## src/rtl/core/ecd_pkg.sv

```systemverilog
`timescale 1ns / 1ps

package ecd_pkg;

  // One queue entry: the results that a single input beat causes.
  typedef struct packed {
    logic       two;    // two result beats: byte0 then byte1
    logic       has0;   // byte0 carries a byte (else status-only result)
    logic [7:0] byte0;
    logic [7:0] byte1;
    logic       stop;   // stop status for the final result of the entry
  } cmd_t;

  localparam int QDepth = 2;
  localparam int QPtrW  = (QDepth > 1) ? $clog2(QDepth) : 1;
  localparam int QCntW  = $clog2(QDepth + 1);

endpackage

```

## src/rtl/core/ecd_front.sv

```systemverilog
`timescale 1ns / 1ps

module ecd_front (
  input  logic          clk_i,
  input  logic          rst_ni,
  input  logic          s_axis_tvalid_i,
  input  logic [7:0]    s_axis_tdata_i,
  input  logic          s_axis_tlast_i,
  output logic          s_axis_tready_o,
  input  logic          q_full_i,
  output logic          q_push_o,
  output ecd_pkg::cmd_t q_data_o
);
  import ecd_pkg::*;

  typedef enum logic [2:0] {
    ModeNormal  = 3'd0,
    ModeEscape  = 3'd1,
    ModeOctal   = 3'd2,
    ModeHex     = 3'd3,
    ModeStopped = 3'd4
  } mode_e;

  localparam logic [7:0] CharBslash = 8'h5C;
  localparam logic [7:0] CharEsc    = 8'h1B;

  mode_e      mode_q, mode_d;
  logic [8:0] acc_q, acc_d;
  logic [1:0] cnt_q, cnt_d;
  logic       emit;
  cmd_t       cmd;
  logic       accept;

  assign s_axis_tready_o = !q_full_i;
  assign accept          = s_axis_tvalid_i && s_axis_tready_o;
  assign q_push_o        = accept && emit;
  assign q_data_o        = cmd;

  always_comb begin
    logic [7:0] b;
    logic       last;
    logic [3:0] dval;
    logic       is_dig;
    logic       octal;
    logic [8:0] acc_n;
    logic [1:0] cnt_n;
    logic [1:0] maxd;

    b      = s_axis_tdata_i;
    last   = s_axis_tlast_i;
    octal  = (mode_q == ModeOctal);
    maxd   = octal ? 2'd3 : 2'd2;
    dval   = 4'd0;
    is_dig = 1'b0;
    if (b inside {[8'h30:8'h39]}) begin
      dval   = b[3:0];
      is_dig = 1'b1;
    end else if (b inside {[8'h41:8'h46], [8'h61:8'h66]}) begin
      dval   = b[3:0] + 4'd9;
      is_dig = 1'b1;
    end
    if (octal && dval[3]) begin
      is_dig = 1'b0;
    end
    acc_n = (octal ? {acc_q[5:0], 3'b000} : {acc_q[4:0], 4'b0000}) + {5'd0, dval};
    cnt_n = cnt_q + 2'd1;

    emit      = 1'b0;
    cmd.two   = 1'b0;
    cmd.has0  = 1'b1;
    cmd.byte0 = 8'd0;
    cmd.byte1 = b;
    cmd.stop  = 1'b0;
    mode_d    = mode_q;
    acc_d     = acc_q;
    cnt_d     = cnt_q;

    case (mode_q)
      ModeStopped: begin
      end
      ModeEscape: begin
        mode_d = ModeNormal;
        emit   = 1'b1;
        case (b)
          8'h63: begin  // c: suppress the rest of the string
            mode_d = ModeStopped;
            emit   = 1'b0;
          end
          8'h30, 8'h78: begin
            mode_d = (b == 8'h30) ? ModeOctal : ModeHex;
            acc_d  = 9'd0;
            cnt_d  = 2'd0;
            emit   = last;
          end
          8'h6E:      cmd.byte0 = 8'h0A;
          8'h74:      cmd.byte0 = 8'h09;
          8'h61:      cmd.byte0 = 8'h07;
          8'h62:      cmd.byte0 = 8'h08;
          8'h66:      cmd.byte0 = 8'h0C;
          8'h72:      cmd.byte0 = 8'h0D;
          8'h76:      cmd.byte0 = 8'h0B;
          CharBslash: cmd.byte0 = CharBslash;
          8'h65:      cmd.byte0 = CharEsc;
          default: begin
            // Unknown escape: the backslash and the character both pass.
            cmd.two   = 1'b1;
            cmd.byte0 = CharBslash;
          end
        endcase
      end
      ModeOctal, ModeHex: begin
        if (!is_dig) begin
          // Digits end; the terminator is text or opens an escape.
          emit      = 1'b1;
          cmd.byte0 = acc_q[7:0];
          if (b == CharBslash && !last) begin
            mode_d = ModeEscape;
          end else begin
            cmd.two = 1'b1;
            mode_d  = ModeNormal;
          end
        end else begin
          acc_d = acc_n;
          cnt_d = cnt_n;
          if (cnt_n >= maxd || last) begin
            emit      = 1'b1;
            cmd.byte0 = acc_n[7:0];
            mode_d    = ModeNormal;
          end
        end
      end
      default: begin
        if (b == CharBslash && !last) begin
          mode_d = ModeEscape;
        end else begin
          emit      = 1'b1;
          cmd.byte0 = b;
          mode_d    = ModeNormal;
        end
      end
    endcase

    if (last) begin
      cmd.stop = (mode_d == ModeStopped);
      if (!emit) begin
        emit      = 1'b1;
        cmd.has0  = 1'b0;
        cmd.byte0 = 8'd0;
      end
      mode_d = ModeNormal;
      acc_d  = 9'd0;
      cnt_d  = 2'd0;
    end
  end

  always_ff @(posedge clk_i or negedge rst_ni) begin
    if (!rst_ni) begin
      mode_q <= ModeNormal;
      acc_q  <= 9'd0;
      cnt_q  <= 2'd0;
    end else if (accept) begin
      mode_q <= mode_d;
      acc_q  <= acc_d;
      cnt_q  <= cnt_d;
    end
  end

endmodule

```

## src/rtl/core/ecd_queue.sv

```systemverilog
`timescale 1ns / 1ps

module ecd_queue (
  input  logic          clk_i,
  input  logic          rst_ni,
  input  logic          push_i,
  input  ecd_pkg::cmd_t push_data_i,
  output logic          full_o,
  input  logic          pop_i,
  output logic          valid_o,
  output ecd_pkg::cmd_t pop_data_o
);
  import ecd_pkg::*;

  cmd_t             mem_q [QDepth];
  logic [QPtrW-1:0] wr_ptr_q, wr_ptr_d;
  logic [QPtrW-1:0] rd_ptr_q, rd_ptr_d;
  logic [QCntW-1:0] cnt_q, cnt_d;
  logic             do_push, do_pop;

  assign full_o     = (cnt_q == QCntW'(QDepth));
  assign valid_o    = (cnt_q != '0);
  assign pop_data_o = mem_q[rd_ptr_q];
  assign do_push    = push_i && !full_o;
  assign do_pop     = pop_i && valid_o;

  always_comb begin
    wr_ptr_d = wr_ptr_q;
    rd_ptr_d = rd_ptr_q;
    if (do_push) begin
      wr_ptr_d = (wr_ptr_q == QPtrW'(QDepth - 1)) ? '0 : wr_ptr_q + 1'b1;
    end
    if (do_pop) begin
      rd_ptr_d = (rd_ptr_q == QPtrW'(QDepth - 1)) ? '0 : rd_ptr_q + 1'b1;
    end
    cnt_d = cnt_q + QCntW'(do_push) - QCntW'(do_pop);
  end

  always_ff @(posedge clk_i or negedge rst_ni) begin
    if (!rst_ni) begin
      wr_ptr_q <= '0;
      rd_ptr_q <= '0;
      cnt_q    <= '0;
    end else begin
      wr_ptr_q <= wr_ptr_d;
      rd_ptr_q <= rd_ptr_d;
      cnt_q    <= cnt_d;
    end
  end

  always_ff @(posedge clk_i) begin
    if (do_push) begin
      mem_q[wr_ptr_q] <= push_data_i;
    end
  end

endmodule

```

## src/rtl/core/ecd_back.sv

```systemverilog
`timescale 1ns / 1ps

module ecd_back (
  input  logic          clk_i,
  input  logic          rst_ni,
  input  logic          q_valid_i,
  input  ecd_pkg::cmd_t q_data_i,
  output logic          q_pop_o,
  output logic          m_axis_tvalid_o,
  input  logic          m_axis_tready_i,
  output logic [7:0]    m_axis_tdata_o,
  output logic [1:0]    m_axis_tuser_o,
  output logic          m_axis_tlast_o
);
  import ecd_pkg::*;

  logic       valid_q, valid_d;
  logic       phase_q, phase_d;
  logic [7:0] byte_q, byte_d;
  logic       has_q, has_d;
  logic       last_q, last_d;
  logic       stop_q, stop_d;
  logic       out_free, load;

  assign out_free = !valid_q || m_axis_tready_i;
  assign load     = out_free && q_valid_i;
  // A two-result entry stays at the head until its second beat is loaded.
  assign q_pop_o  = load && (!q_data_i.two || phase_q);

  always_comb begin
    valid_d = load ? 1'b1 : (valid_q && !m_axis_tready_i);
    phase_d = load ? (q_data_i.two && !phase_q) : phase_q;
    if (q_data_i.two && !phase_q) begin
      byte_d = q_data_i.byte0;
      has_d  = 1'b1;
      last_d = 1'b0;
      stop_d = 1'b0;
    end else if (q_data_i.two) begin
      byte_d = q_data_i.byte1;
      has_d  = 1'b1;
      last_d = 1'b1;
      stop_d = q_data_i.stop;
    end else begin
      byte_d = q_data_i.byte0;
      has_d  = q_data_i.has0;
      last_d = 1'b1;
      stop_d = q_data_i.stop;
    end
  end

  always_ff @(posedge clk_i or negedge rst_ni) begin
    if (!rst_ni) begin
      valid_q <= 1'b0;
      phase_q <= 1'b0;
    end else begin
      valid_q <= valid_d;
      phase_q <= phase_d;
    end
  end

  always_ff @(posedge clk_i) begin
    if (load) begin
      byte_q <= byte_d;
      has_q  <= has_d;
      last_q <= last_d;
      stop_q <= stop_d;
    end
  end

  assign m_axis_tvalid_o = valid_q;
  assign m_axis_tdata_o  = byte_q;
  assign m_axis_tuser_o  = {stop_q, has_q};
  assign m_axis_tlast_o  = last_q;

endmodule

```

## src/rtl/core/echo_escape_decoder_top.sv

```systemverilog
`timescale 1ns / 1ps

// Escape decoder in the style of echo -e: one string character is taken per beat on the
// slave side (tlast marks the last character of a string) and decoded bytes leave on the
// master side, with tlast on the final result of each input beat. The block takes one
// character per clock while the queue is not full; most characters yield one result, some
// none, and an unknown escape or a digit run ended by a plain character yields two, which
// occupies the output register for both beats and, once the two-entry queue between the
// classifier and the output stage is full, holds off the input. A result passes through
// the queue and then the output register. The last character of a string always gives at
// least one result; if it gives no byte, tuser[0] is low and the beat only carries the stop
// status in tuser[1], which is high when a backslash-c suppressed the rest of the string.
module echo_escape_decoder_top (
  input  logic       clk_i,
  input  logic       rst_ni,
  input  logic       s_axis_tvalid_i,
  output logic       s_axis_tready_o,
  input  logic [7:0] s_axis_tdata_i,   // [7:0] in_byte
  input  logic       s_axis_tlast_i,
  output logic       m_axis_tvalid_o,
  input  logic       m_axis_tready_i,
  output logic [7:0] m_axis_tdata_o,   // [7:0] out_byte
  output logic [1:0] m_axis_tuser_o,   // [0] has_byte, [1] stopped
  output logic       m_axis_tlast_o
);
  import ecd_pkg::*;

  logic q_push, q_full, q_pop, q_valid;
  cmd_t push_data, pop_data;

  ecd_front u_front (
    .clk_i           (clk_i),
    .rst_ni          (rst_ni),
    .s_axis_tvalid_i (s_axis_tvalid_i),
    .s_axis_tdata_i  (s_axis_tdata_i),
    .s_axis_tlast_i  (s_axis_tlast_i),
    .s_axis_tready_o (s_axis_tready_o),
    .q_full_i        (q_full),
    .q_push_o        (q_push),
    .q_data_o        (push_data)
  );

  ecd_queue u_queue (
    .clk_i       (clk_i),
    .rst_ni      (rst_ni),
    .push_i      (q_push),
    .push_data_i (push_data),
    .full_o      (q_full),
    .pop_i       (q_pop),
    .valid_o     (q_valid),
    .pop_data_o  (pop_data)
  );

  ecd_back u_back (
    .clk_i           (clk_i),
    .rst_ni          (rst_ni),
    .q_valid_i       (q_valid),
    .q_data_i        (pop_data),
    .q_pop_o         (q_pop),
    .m_axis_tvalid_o (m_axis_tvalid_o),
    .m_axis_tready_i (m_axis_tready_i),
    .m_axis_tdata_o  (m_axis_tdata_o),
    .m_axis_tuser_o  (m_axis_tuser_o),
    .m_axis_tlast_o  (m_axis_tlast_o)
  );

endmodule

```

## config.mk

```make
export PLATFORM = sky130hd
export DESIGN_NAME = echo_escape_decoder_top
export DESIGN_NICKNAME = d
export VERILOG_FILES = /design/src/rtl/core/ecd_pkg.sv /design/src/rtl/core/ecd_front.sv /design/src/rtl/core/ecd_queue.sv /design/src/rtl/core/ecd_back.sv /design/src/rtl/core/echo_escape_decoder_top.sv
export SDC_FILE = /design/constraint.sdc
export NUM_CORES = 1
export LEC_CHECK = 0
export BUFFER_PORTS_ARGS = -buffer_cell sky130_fd_sc_hd__buf_2
export CAP_MARGIN = 20
export CORE_MARGIN = 8
export CORE_UTILIZATION = 65
export CTS_CLUSTER_DIAMETER = 60
export CTS_CLUSTER_SIZE = 16
export DETAILED_ROUTE_END_ITERATION = 10
export PLACE_DENSITY = 0.93
export REMOVE_ABC_BUFFERS = 1
export SLEW_MARGIN = 20
export SYNTH_ARGS = -nofsm -noshare
export SYNTH_HDL_FRONTEND = slang
export SYNTH_HIERARCHICAL = 1
export SYNTH_SLANG_ARGS = --single-unit
export TNS_END_PERCENT = 50
```

## constraint.sdc

```tcl
create_clock -name clk_i -period 6.9 [get_ports clk_i]
set_input_delay 0.345 -clock clk_i [delete_from_list [all_inputs] [get_ports clk_i]]
set_output_delay 0.345 -clock clk_i [all_outputs]
set_load 0.02 [all_outputs]
```

==> results.py, run 1 <==
metrics = {
    "final_layout": {
        "fin_nets": 371,
        "fill_cells": 425,
        "diodes": 0,
        "post-route-util_pct": 71.3,
        "seqCellArea_um2": 1950,
        "multi_input_area_um2": 1690,
        "areaGrowthSynthToFinish_pct": 8.19,
        "drive_gt1_share_pct": 23.7,
    },
    "drt": {
        "antenna_left": 0,
        "viasPerCell": 6.46,
        "vias": 2771,
        "routed.top_layer": "met4",
        "wl_met2_mm": 4.31,
        "drt-pass1-iter-count": 5,
        "routed-wl-met3_um": 661,
        "wl_met1_mm": 3.36,
        "drtIter0Drc": 220,
        "drc": 0,
        "routed_wl_mm": 8.66,
        "routedWlPerCell_um": 20.2,
    },
    "synthesis": {
        "ys_async_sr_fraction_pct": 27.9,
        "synth.top_cell.area_share_pct": 38.4,
        "synth_edf_count": 49,
        "synth-seq-area-share_pct": 50.8,
        "syn_avg_cell_area_um2": 11.4,
        "syn_area_um2": 3830,
        "synthFlopType": "edfxtp_1",
        "syn_inst": 336,
        "ys_types": 64,
        "synth.area.top_cells": "edfxtp_1 (38%), dfrtp_1 (12%), mux2_2 (8.5%)",
        "synth_common_cells": "edfxtp_1 (49), mux2_2 (29), nand2_1 (21), nand3_1 (20), dfrtp_1 (19)",
        "yosysWarnings": 6,
        "ys_ff_latch": 68,
        "synth_top_area_cell": "edfxtp_1",
        "yosysMostFrequentCell": "edfxtp_1",
    },
    "floorplanning": {
        "dieArea_um2": 8610,
        "core_um2": 5820,
        "start_util_pct": 65.9,
        "die_h_um": 92.8,
        "die_width_um": 92.8,
        "io-pin-count": 26,
        "num_rows": 28,
    },
    "sta": {
        "skew_ps": 12.4,
        "fin_setup_tns_ps": 0,
        "slew_viol_final": 0,
        "min_period_over_period_pct": 44.5,
        "rsz0062_at_grt": "no",
        "min_period_ps": 3070,
        "max_freq_mhz": 326,
        "finalSetupViolCount": 0,
        "tightest_slew_ps": 905,
        "finalHoldViolations": 0,
        "max_slew_margin_pct": 39.6,
    },
    "critical_path": {
        "start_kind": "register",
        "cp.required_ps": 7170,
        "end_kind": "register",
        "reg2regPathDepth": 13,
        "path_class": "register to register",
        "cp_max_fo": 14,
        "cp.arrival_ps": 3330,
    },
    "pwr": {
        "powerDensity_nw_per_um2": 327,
        "vdd.ir_drop.worst_uv": 164,
        "leakagePower_uw": 0.00155,
    },
    "worst_hold_path": {
        "hold_path.class": "primary input to register",
        "whs_path_depth": 3,
    },
    "placed_design": {
        "dpl.hpwl_mm": 6.06,
        "gp_congestion": 0.917,
        "portBuffers": 25,
    },
    "clock_network": {
        "cts_setup_buffers": 0,
        "numClockSinks": 68,
        "ctsResizeCount": 0,
        "cts_htree_levels": 3,
        "insertion_delay_ps": 340,
        "cts_tree": "yes",
        "clockBufferDepth": 2,
        "cts_root_buf": "clkbuf_8",
        "clkTransAtPathRegs_ps": 80,
        "numCtsBuffers": 9,
    },
    "grt": {
        "antenna_found_initial": 0,
        "track_usage_pct": 21.0,
        "grt_pass1_vias": 2717,
        "grt_max_degree": 23,
        "overflow": 0,
        "grt_pass1_wl_mm": 14.0,
    },
    "job": {
        "cap_violations": 0,
    },
    "outcome": {
        "status": "finished clean",
    },
}
## worst max-delay path, stage by stage (launching register included)
cell and delay [ps]:
dfrtp_1 540, nor3b_1 240, buf_4 230, ha_1 250, nand2b_1 140, a21oi_1 420
a21o_1 240, a21oi_1 90, nand2_1 140, ha_1 240, inv_1 50, ha_1 140
xnor2_1 130, xnor2_1 140
## power breakdown
part           switching [µW]  internal [µW]
sequential               54.6            565
clock                     159            205
combinational             213            162
## kinds of logic after synthesis
| family | share of synthesized area, % |
|---|---|
| AO/OA/AOI/OAI | 13.3 |
| XOR/XNOR | 2.74 |
| adder cells (fa/ha/maj) | 2.94 |
| buffers and inverters | 5.16 |
| flip-flops | 50.8 |
| multiplexers | 8.78 |
| AND/OR/NAND/NOR | 16.3 |
## flip-flops by register name, indices dropped and copies added (netlist names)
signal                  count
u_queue/cnt_q               2
u_back/m_axis_tlast_o       1
u_back/stop_q               1
u_back/m_axis_tdata_o       8
u_front/acc_q               8
u_queue/mem_q              38
u_front/cnt_q               2
u_back/m_axis_tvalid_o      1
u_front/mode_q              3
u_queue/wr_ptr_q            1
u_back/phase_q              1
u_back/has_q                1
u_queue/rd_ptr_q            1
## final timing paths
path | startpoint | endpoint | slack, ps
hold reg to reg | u_front/acc_q[5] | u_front/acc_q[5] | 500
setup / recovery | u_front/mode_q[0] | u_queue/cnt_q[1] | 3830
min in group asynchronous | rst_ni | u_back/phase_q | 480
max in group asynchronous | rst_ni | u_front/mode_q[0] | 6120
hold / removal | m_axis_tready_i | u_back/m_axis_tvalid_o | 300
setup reg to reg | u_front/mode_q[0] | u_queue/cnt_q[1] | 3830
## timing repair
| item | 4_1_cts | 5_1_grt |
|---|---|---|
| endpoints found under the setup margin | 0 | 0 |
| endpoints found under the hold margin | 19 | 0 |
| hold buffers | 1 | 0 |
## stage by stage
step	hold WS (ps)	setup slack (ps)	cells	power (µW)	area [µm²]
finish	296	3830	429	1360	4150
global route	289	3570	429	1420	4150
CTS	281	3900	429	1370	4150
detailed placement	306	3610	412	1000	3920
global placement	305	3710	412	977	3920
floorplan	49.4	3450	310	880	3680
## layout by cell type, fill, tap and decap left out, types with 2 or more instances in the layout
cell type	instances
o21a_1	2
nand2_1	21
nand3b_1	2
a22o_1	5
nor3b_1	3
dfrtp_1	19
o2bb2ai_1	2
a32oi_1	3
clkinv_4	2
nand2b_1	9
inv_1	12
nand3_1	20
o211ai_1	4
o21ai_1	5
nor2b_1	7
a21o_1	3
nor2_1	15
nor3_1	6
xnor2_1	5
or3_1	2
bufinv_16	2
edfxtp_1	49
a21oi_1	14
a31oi_1	3
xor2_1	7
a22oi_1	4
mux2_2	29
and2_1	2
o21ai_0	11
nor4_1	5
o32ai_1	2
ha_1	9
o31ai_1	2
clkbuf_8	9
buf_4	2
buf_2	25
## final cells by class
cell class                 count  share of cell area [%]
clock buffer                   9                    2.99
tap                           75                    2.26
sequential                    68                    46.9
timing repair buffer          28                    3.62
multi-input combinational    230                    40.7
clock inverter                 7                    2.38
inverter                      12                    1.09
## layer usage
metal	vias to the layer above	global-route usage [%]
met5	-	0
met4	0	10.5
met3	29	4.13
met2	147	34.9
met1	1313	25.5
li1	1282	-
No activity file was read; power rests on OpenSTA's default activity.
==> inputs of run 2 (changes only) <==
Settings changed: CORE_UTILIZATION 65 to 61, PLACE_DENSITY 0.93 to 0.88.
Clock period 6.9 ns to 2.9 ns, I/O delays scaled along.
==> run 2 against run 1 <==
Fmax is 13% higher; flip-flop and latch count stayed put; clock skew is 3.4 ps lower; via count is 3.4% higher; first-iteration DRC count is 23% higher; worst setup slack worse by 3600 ps; die area is 5.4% higher; routed wire length is 0.58% higher; total power is 140% higher; non-clock buffer count is 14 higher; combinational power grew to 2.6 times the previous value; worst hold slack worse by 190 ps; critical path type unchanged.
==> results.py, run 2 (synthesized netlist as in run 1, its figures left out) <==
metrics = {
    "job": {
        "cap_violations": 0,
    },
    "final_layout": {
        "drive_gt1_share_pct": 26.6,
        "diodes": 0,
        "fill_cells": 442,
        "multi_input_area_um2": 1690,
        "largest-register": "u_queue/mem_q",
        "stdcell_count": 445,
        "fin_nets": 385,
        "largest_reg_flops": 38,
        "seqCellArea_um2": 1950,
        "areaGrowthSynthToFinish_pct": 10.9,
        "layout.cells.most_common_list": "edfxtp_1 (49), mux2_2 (29), buf_2 (25)",
        "final_common_cell": "edfxtp_1",
        "fin_area_um2": 4250,
    },
    "grt": {
        "overflow": 0,
        "grt_pass1_vias": 2769,
        "grt_max_degree": 20,
        "grt_pass1_wl_mm": 13.8,
        "use_met3_pct": 4.41,
        "track_usage_pct": 19.9,
        "antenna_found_initial": 0,
        "use_met2_pct": 33.1,
        "use_met1_pct": 24.1,
        "grt.busiest_layer": "met2",
    },
    "sta": {
        "rsz0062_at_grt": "no",
        "timing.hold.ws_ps": 103,
        "max_slew_margin_pct": 45.1,
        "tightest_slew_ps": 824,
        "max_freq_mhz": 369,
        "skew_ps": 9.04,
        "min_period_over_period_pct": 93.6,
        "min_period_ps": 2710,
        "finalHoldViolations": 0,
        "finalSetupViolCount": 0,
        "slew_viol_final": 0,
    },
    "critical_path": {
        "cpMaxStageDelayCell": "a2111oi_1",
        "cp.arrival_ps": 2900,
        "end_kind": "register",
        "crit_chain": "nor3b_1 > buf_4 > and2_1 > ha_1 > nand3_1 > xnor2_1 > nor2_1 > a2111oi_1 > a31oi_1 > nand3_1",
        "start_kind": "register",
        "path_class": "register to register",
        "cp_max_fo": 12,
        "crit_family": "simple AND/OR/NAND/NOR gates",
        "slowest_delay_ps": 450,
        "crit_buf_inv": 1,
        "crit_top_cell": "nand3_1",
        "cp.required_ps": 3090,
    },
    "pwr": {
        "vdd.ir_drop.worst_uv": 593,
        "leakagePower_uw": 0.00161,
        "pwr-share-seq_pct": 44.0,
        "p_sw_share_pct": 32.2,
        "clockPowerShare_pct": 25.3,
        "p_int_uw": 2170,
        "powerDensity_nw_per_um2": 754,
        "share_comb_of_total_power_pct": 30.8,
        "switching_power_uw": 1030,
    },
    "clock_network": {
        "clockBufferDepth": 2,
        "numCtsBuffers": 9,
        "cts_tree": "yes",
        "numClockSinks": 68,
        "cts_htree_levels": 3,
        "cts_root_buf": "clkbuf_8",
        "insertion_delay_ps": 350,
        "clkTransAtPathRegs_ps": 80,
    },
    "placed_design": {
        "gp_congestion": 0.979,
        "dpl.hpwl_mm": 6.19,
        "placed_area_um2": 4040,
        "placed_cells": 428,
        "portBuffers": 25,
    },
    "outcome": {
        "status": "finished clean",
    },
    "drt": {
        "drt-pass1-iter-count": 5,
        "routed_wl_mm": 8.71,
        "routedWlPerCell_um": 19.6,
        "drc": 0,
        "viasPerCell": 6.44,
        "vias": 2864,
        "antenna_left": 0,
        "drtIter0Drc": 271,
    },
    "floorplanning": {
        "dieArea_um2": 9080,
        "start_util_pct": 61.8,
        "die_h_um": 95.3,
        "io-pin-count": 26,
        "core_um2": 6200,
        "die_width_um": 95.3,
        "num_rows": 29,
    },
    "worst_hold_path": {
        "hold_path.class": "primary input to register",
    },
}
-- run 2: cell count changes in the layout (fill, tap and decap cells not counted), sizes merged --
| cell | delta |
|---|---|
| buf | +14 |
| inv | +2 |
| clkinv | -1 |
| bufinv | -1 |
-- run 2: metal layers --
metal  up-vias  part of all wire, %
li1       1310                    -
met1      1363                   40
met2       160                   49
met3        31                  8.2
met4         0                  2.8
met5         -                    0
-- run 2: through the flow --
step	setup TNS [ps]	setup slack (ps)	power, µW	utilization, %
floorplan	-13740	-549	2090	-
global placement	0	198	2370	65.0
detailed placement	0	51.1	2420	65.0
CTS	0	240	3220	68.5
global route	0	24.9	3350	68.5
finish	0	186	3210	68.5
-- run 2: tightest hold or removal path, delay by kind of cell --
kind | cells | cell delay, ps
buffers and inverters | 1 | 80
and+or+nand+nor | 2 | 190
-- run 2: path summary, 6_finish.rpt --
kind                                   start                      to  slack (ps)  depth (start not counted)
min in group asynchronous             rst_ni          u_back/phase_q         270                          2
max in group asynchronous             rst_ni        u_front/cnt_q[1]        2330                          2
hold / removal               m_axis_tready_i  u_back/m_axis_tvalid_o         100                          3
setup reg to reg           u_front/mode_q[0]    u_queue/mem_q[0][15]         190                         10
setup / recovery           u_front/mode_q[0]    u_queue/mem_q[0][15]         190                         10
hold reg to reg             u_queue/wr_ptr_q        u_queue/wr_ptr_q         510                          1
-- run 2: layout make-up --
class,instances,area share [%]
sequential,68,45.8
multi-input combinational,230,39.8
timing repair buffer,42,6.30
clock buffer,9,2.91
tap,77,2.27
clock inverter,7,1.91
inverter,12,1.06
-- run 2: power groups by stage --
stage / clock network (µW) / registers, µW / logic, µW
global placement: 0 / 1410 / 959
detailed placement: 0 / 1430 / 987
floorplan: 0 / 1560 / 537
global route: 855 / 1430 / 1060
finish: 809 / 1410 / 986
CTS: 820 / 1410 / 993
-- run 2: what timing repair did --
| item | 4_1_cts | 5_1_grt |
|---|---|---|
| resized for setup | 0 | 1 |
| hold buffers | 1 | 0 |
| setup endpoints to repair | 0 | 2 |
| buffers inserted | 0 | 0 |
| endpoints found under the hold margin | 19 | 0 |
==> inputs of run 3 (changes only) <==
Settings changed: RECOVER_POWER set to 100.
==> run 3 against run 2 <==
Final area fell by 1.4%; via count is 0.14% lower; die area unchanged; non-clock buffer count is the same; routed wire length up 0.57%; combinational power shrank 4.8%; global-route usage did not move; critical endpoint is now u_queue/cnt_q[1]; first-iteration DRC count fell by 3.3%.
==> results.py, run 3 (synthesized netlist as in run 1, its figures left out) <==
metrics = {
    "outcome": {
        "status": "finished clean",
    },
    "grt": {
        "grt_max_degree": 20,
        "use_met3_pct": 4.41,
        "overflow": 0,
        "use_met2_pct": 33.1,
        "grt_pass1_wl_mm": 13.8,
        "use_met1_pct": 24.1,
        "grt.busiest_layer": "met2",
        "antenna_found_initial": 0,
        "track_usage_pct": 19.9,
        "grt_pass1_vias": 2769,
    },
    "critical_path": {
        "r2r-start": "u_front/mode_q[0]",
        "cp.arrival_ps": 3040,
        "slowest_delay_ps": 490,
        "path_class": "primary input to register",
        "end_kind": "register",
        "crit_buf_inv": 3,
        "crit_top_cell": "ha_1",
        "cp_max_fo": 10,
        "cpMaxStageDelayCell": "nor2_1",
        "crit_family": "simple AND/OR/NAND/NOR gates",
        "cp.required_ps": 3180,
        "crit_chain": "clkbuf_1 > inv_1 > ha_1 > nand4b_1 > nor4_1 > nor2_1 > nor3_1 > a21oi_1 > nand2_1 > ha_1 > inv_1 > ha_1 > xnor2_1 > xnor2_1",
        "rrSetupSlack_ps": 190,
        "crit_start": "s_axis_tdata_i[0]",
        "reg2regPathDepth": 12,
        "timing.rr.end": "u_queue/cnt_q[1]",
        "start_kind": "primary input",
        "crit_cells": 14,
        "cp-endpoint": "u_queue/cnt_q[1]",
    },
    "floorplanning": {
        "core_um2": 6200,
        "io-pin-count": 26,
        "num_rows": 29,
        "die_h_um": 95.3,
        "start_util_pct": 61.8,
        "dieArea_um2": 9080,
        "die_width_um": 95.3,
    },
    "final_layout": {
        "largest_reg_flops": 38,
        "largest-register": "u_queue/mem_q",
        "fin_nets": 385,
        "areaGrowthSynthToFinish_pct": 9.33,
        "diodes": 0,
        "multi_input_area_um2": 1670,
        "final_common_cell": "edfxtp_1",
        "layout.cells.most_common_list": "edfxtp_1 (49), mux2_2 (28), clkbuf_1 (25)",
        "fill_cells": 466,
        "seqCellArea_um2": 1950,
        "drive_gt1_share_pct": 18.5,
    },
    "placed_design": {
        "gp_congestion": 0.979,
        "pre_cts_slack_ps": 51.1,
        "portBuffers": 25,
        "dpl.hpwl_mm": 6.19,
    },
    "sta": {
        "max_slew_margin_pct": 25.2,
        "timing.hold.ws_ps": 103,
        "finalHoldViolations": 0,
        "slew_viol_final": 0,
        "fin_setup_tns_ps": 0,
        "skew_ps": 10.9,
        "fin_ws_ps": 145,
        "tightest_slew_ps": 1120,
        "rsz0062_at_grt": "no",
        "finalSetupViolCount": 0,
        "min_period_over_period_pct": 95.0,
        "min_period_ps": 2760,
        "max_freq_mhz": 363,
    },
    "clock_network": {
        "cts_htree_levels": 3,
        "numClockSinks": 68,
        "cts_setup_buffers": 0,
        "cts_tree": "yes",
        "clkTransAtPathRegs_ps": 80,
        "clockBufferDepth": 2,
        "insertion_delay_ps": 350,
        "numCtsBuffers": 9,
        "cts_root_buf": "clkbuf_8",
    },
    "pwr": {
        "powerDensity_nw_per_um2": 754,
        "leakagePower_uw": 0.00153,
        "vdd.ir_drop.worst_uv": 572,
    },
    "drt": {
        "routedWlPerCell_um": 19.7,
        "drt-pass1-iter-count": 5,
        "drc": 0,
        "vias": 2860,
        "antenna_left": 0,
        "drtIter0Drc": 262,
        "viasPerCell": 6.43,
        "routed_wl_mm": 8.76,
    },
    "worst_hold_path": {
        "hold_path.class": "primary input to register",
    },
    "job": {
        "cap_violations": 0,
    },
}
==> run 3: cell count changes in the layout (fill, tap and decap cells not counted), moves of 2 or more <==
cell,before,now
buf_4,15,11
and2_0,0,2
buf_2,25,3
o21ai_0,11,15
o21ai_1,5,1
clkbuf_1,0,25
==> run 3: repair_timing <==
item | 4_1_cts | 5_1_grt
hold buffers | 1 | 0
hold endpoints to repair | 19 | 0
endpoints found under the setup margin | 0 | 2
resized for setup | 0 | 1
==> run 3: worst min path at each step <==
stage                                 start                endpoint  slack, ps  cells after the start
after detailed placement             rst_ni          u_back/phase_q        100                      1
final                       m_axis_tready_i  u_back/m_axis_tvalid_o        100                      3
after floorplan                      rst_ni  u_back/m_axis_tvalid_o       -150                      0
after global placement               rst_ni          u_back/phase_q        110                      1
after global routing        m_axis_tready_i  u_back/m_axis_tvalid_o        110                      3
after CTS                 s_axis_tdata_i[1]     u_queue/mem_q[1][2]         90                      1
==> run 3: worst min-delay path, delay by kind of cell <==
kind / cells / cell delay [ps]
buffers and inverters: 1 / 80
and+or+nand+nor: 2 / 190
==> run 3: area by class of cell <==
type | instances | share of cell area, %
timing repair buffer | 42 | 5.40
clock inverter | 7 | 1.94
tap | 77 | 2.30
clock buffer | 9 | 2.96
multi-input combinational | 230 | 39.9
sequential | 68 | 46.4
inverter | 12 | 1.07
==> run 3: stage by stage <==
step	util [%]	power, µW	area, µm²	std cells
2_1_floorplan	-	2090	3680	310
3_3_place_gp	65.0	2370	4040	428
3_5_place_dp	65.0	2420	4040	428
4_1_cts	68.5	3220	4250	445
5_1_grt	67.6	3300	4190	445
6_report	67.6	3160	4190	445
==> run 3: where the power goes <==
| part | switching, µW | internal (µW) | total, µW |
|---|---|---|---|
| clock | 399 | 409 | 808 |
| combinational | 565 | 375 | 939 |
| sequential | 69.8 | 1340 | 1410 |
| total | 1030 | 2130 | 3160 |
==> run 3: layer usage <==
metal | vias to the layer above | share of wire [%] | wire length, µm
li1 | 1310 | - | -
met1 | 1385 | 41 | 3570
met2 | 138 | 49 | 4250
met3 | 27 | 7.9 | 691
met4 | 0 | 2.8 | 247
met5 | - | 0 | 0
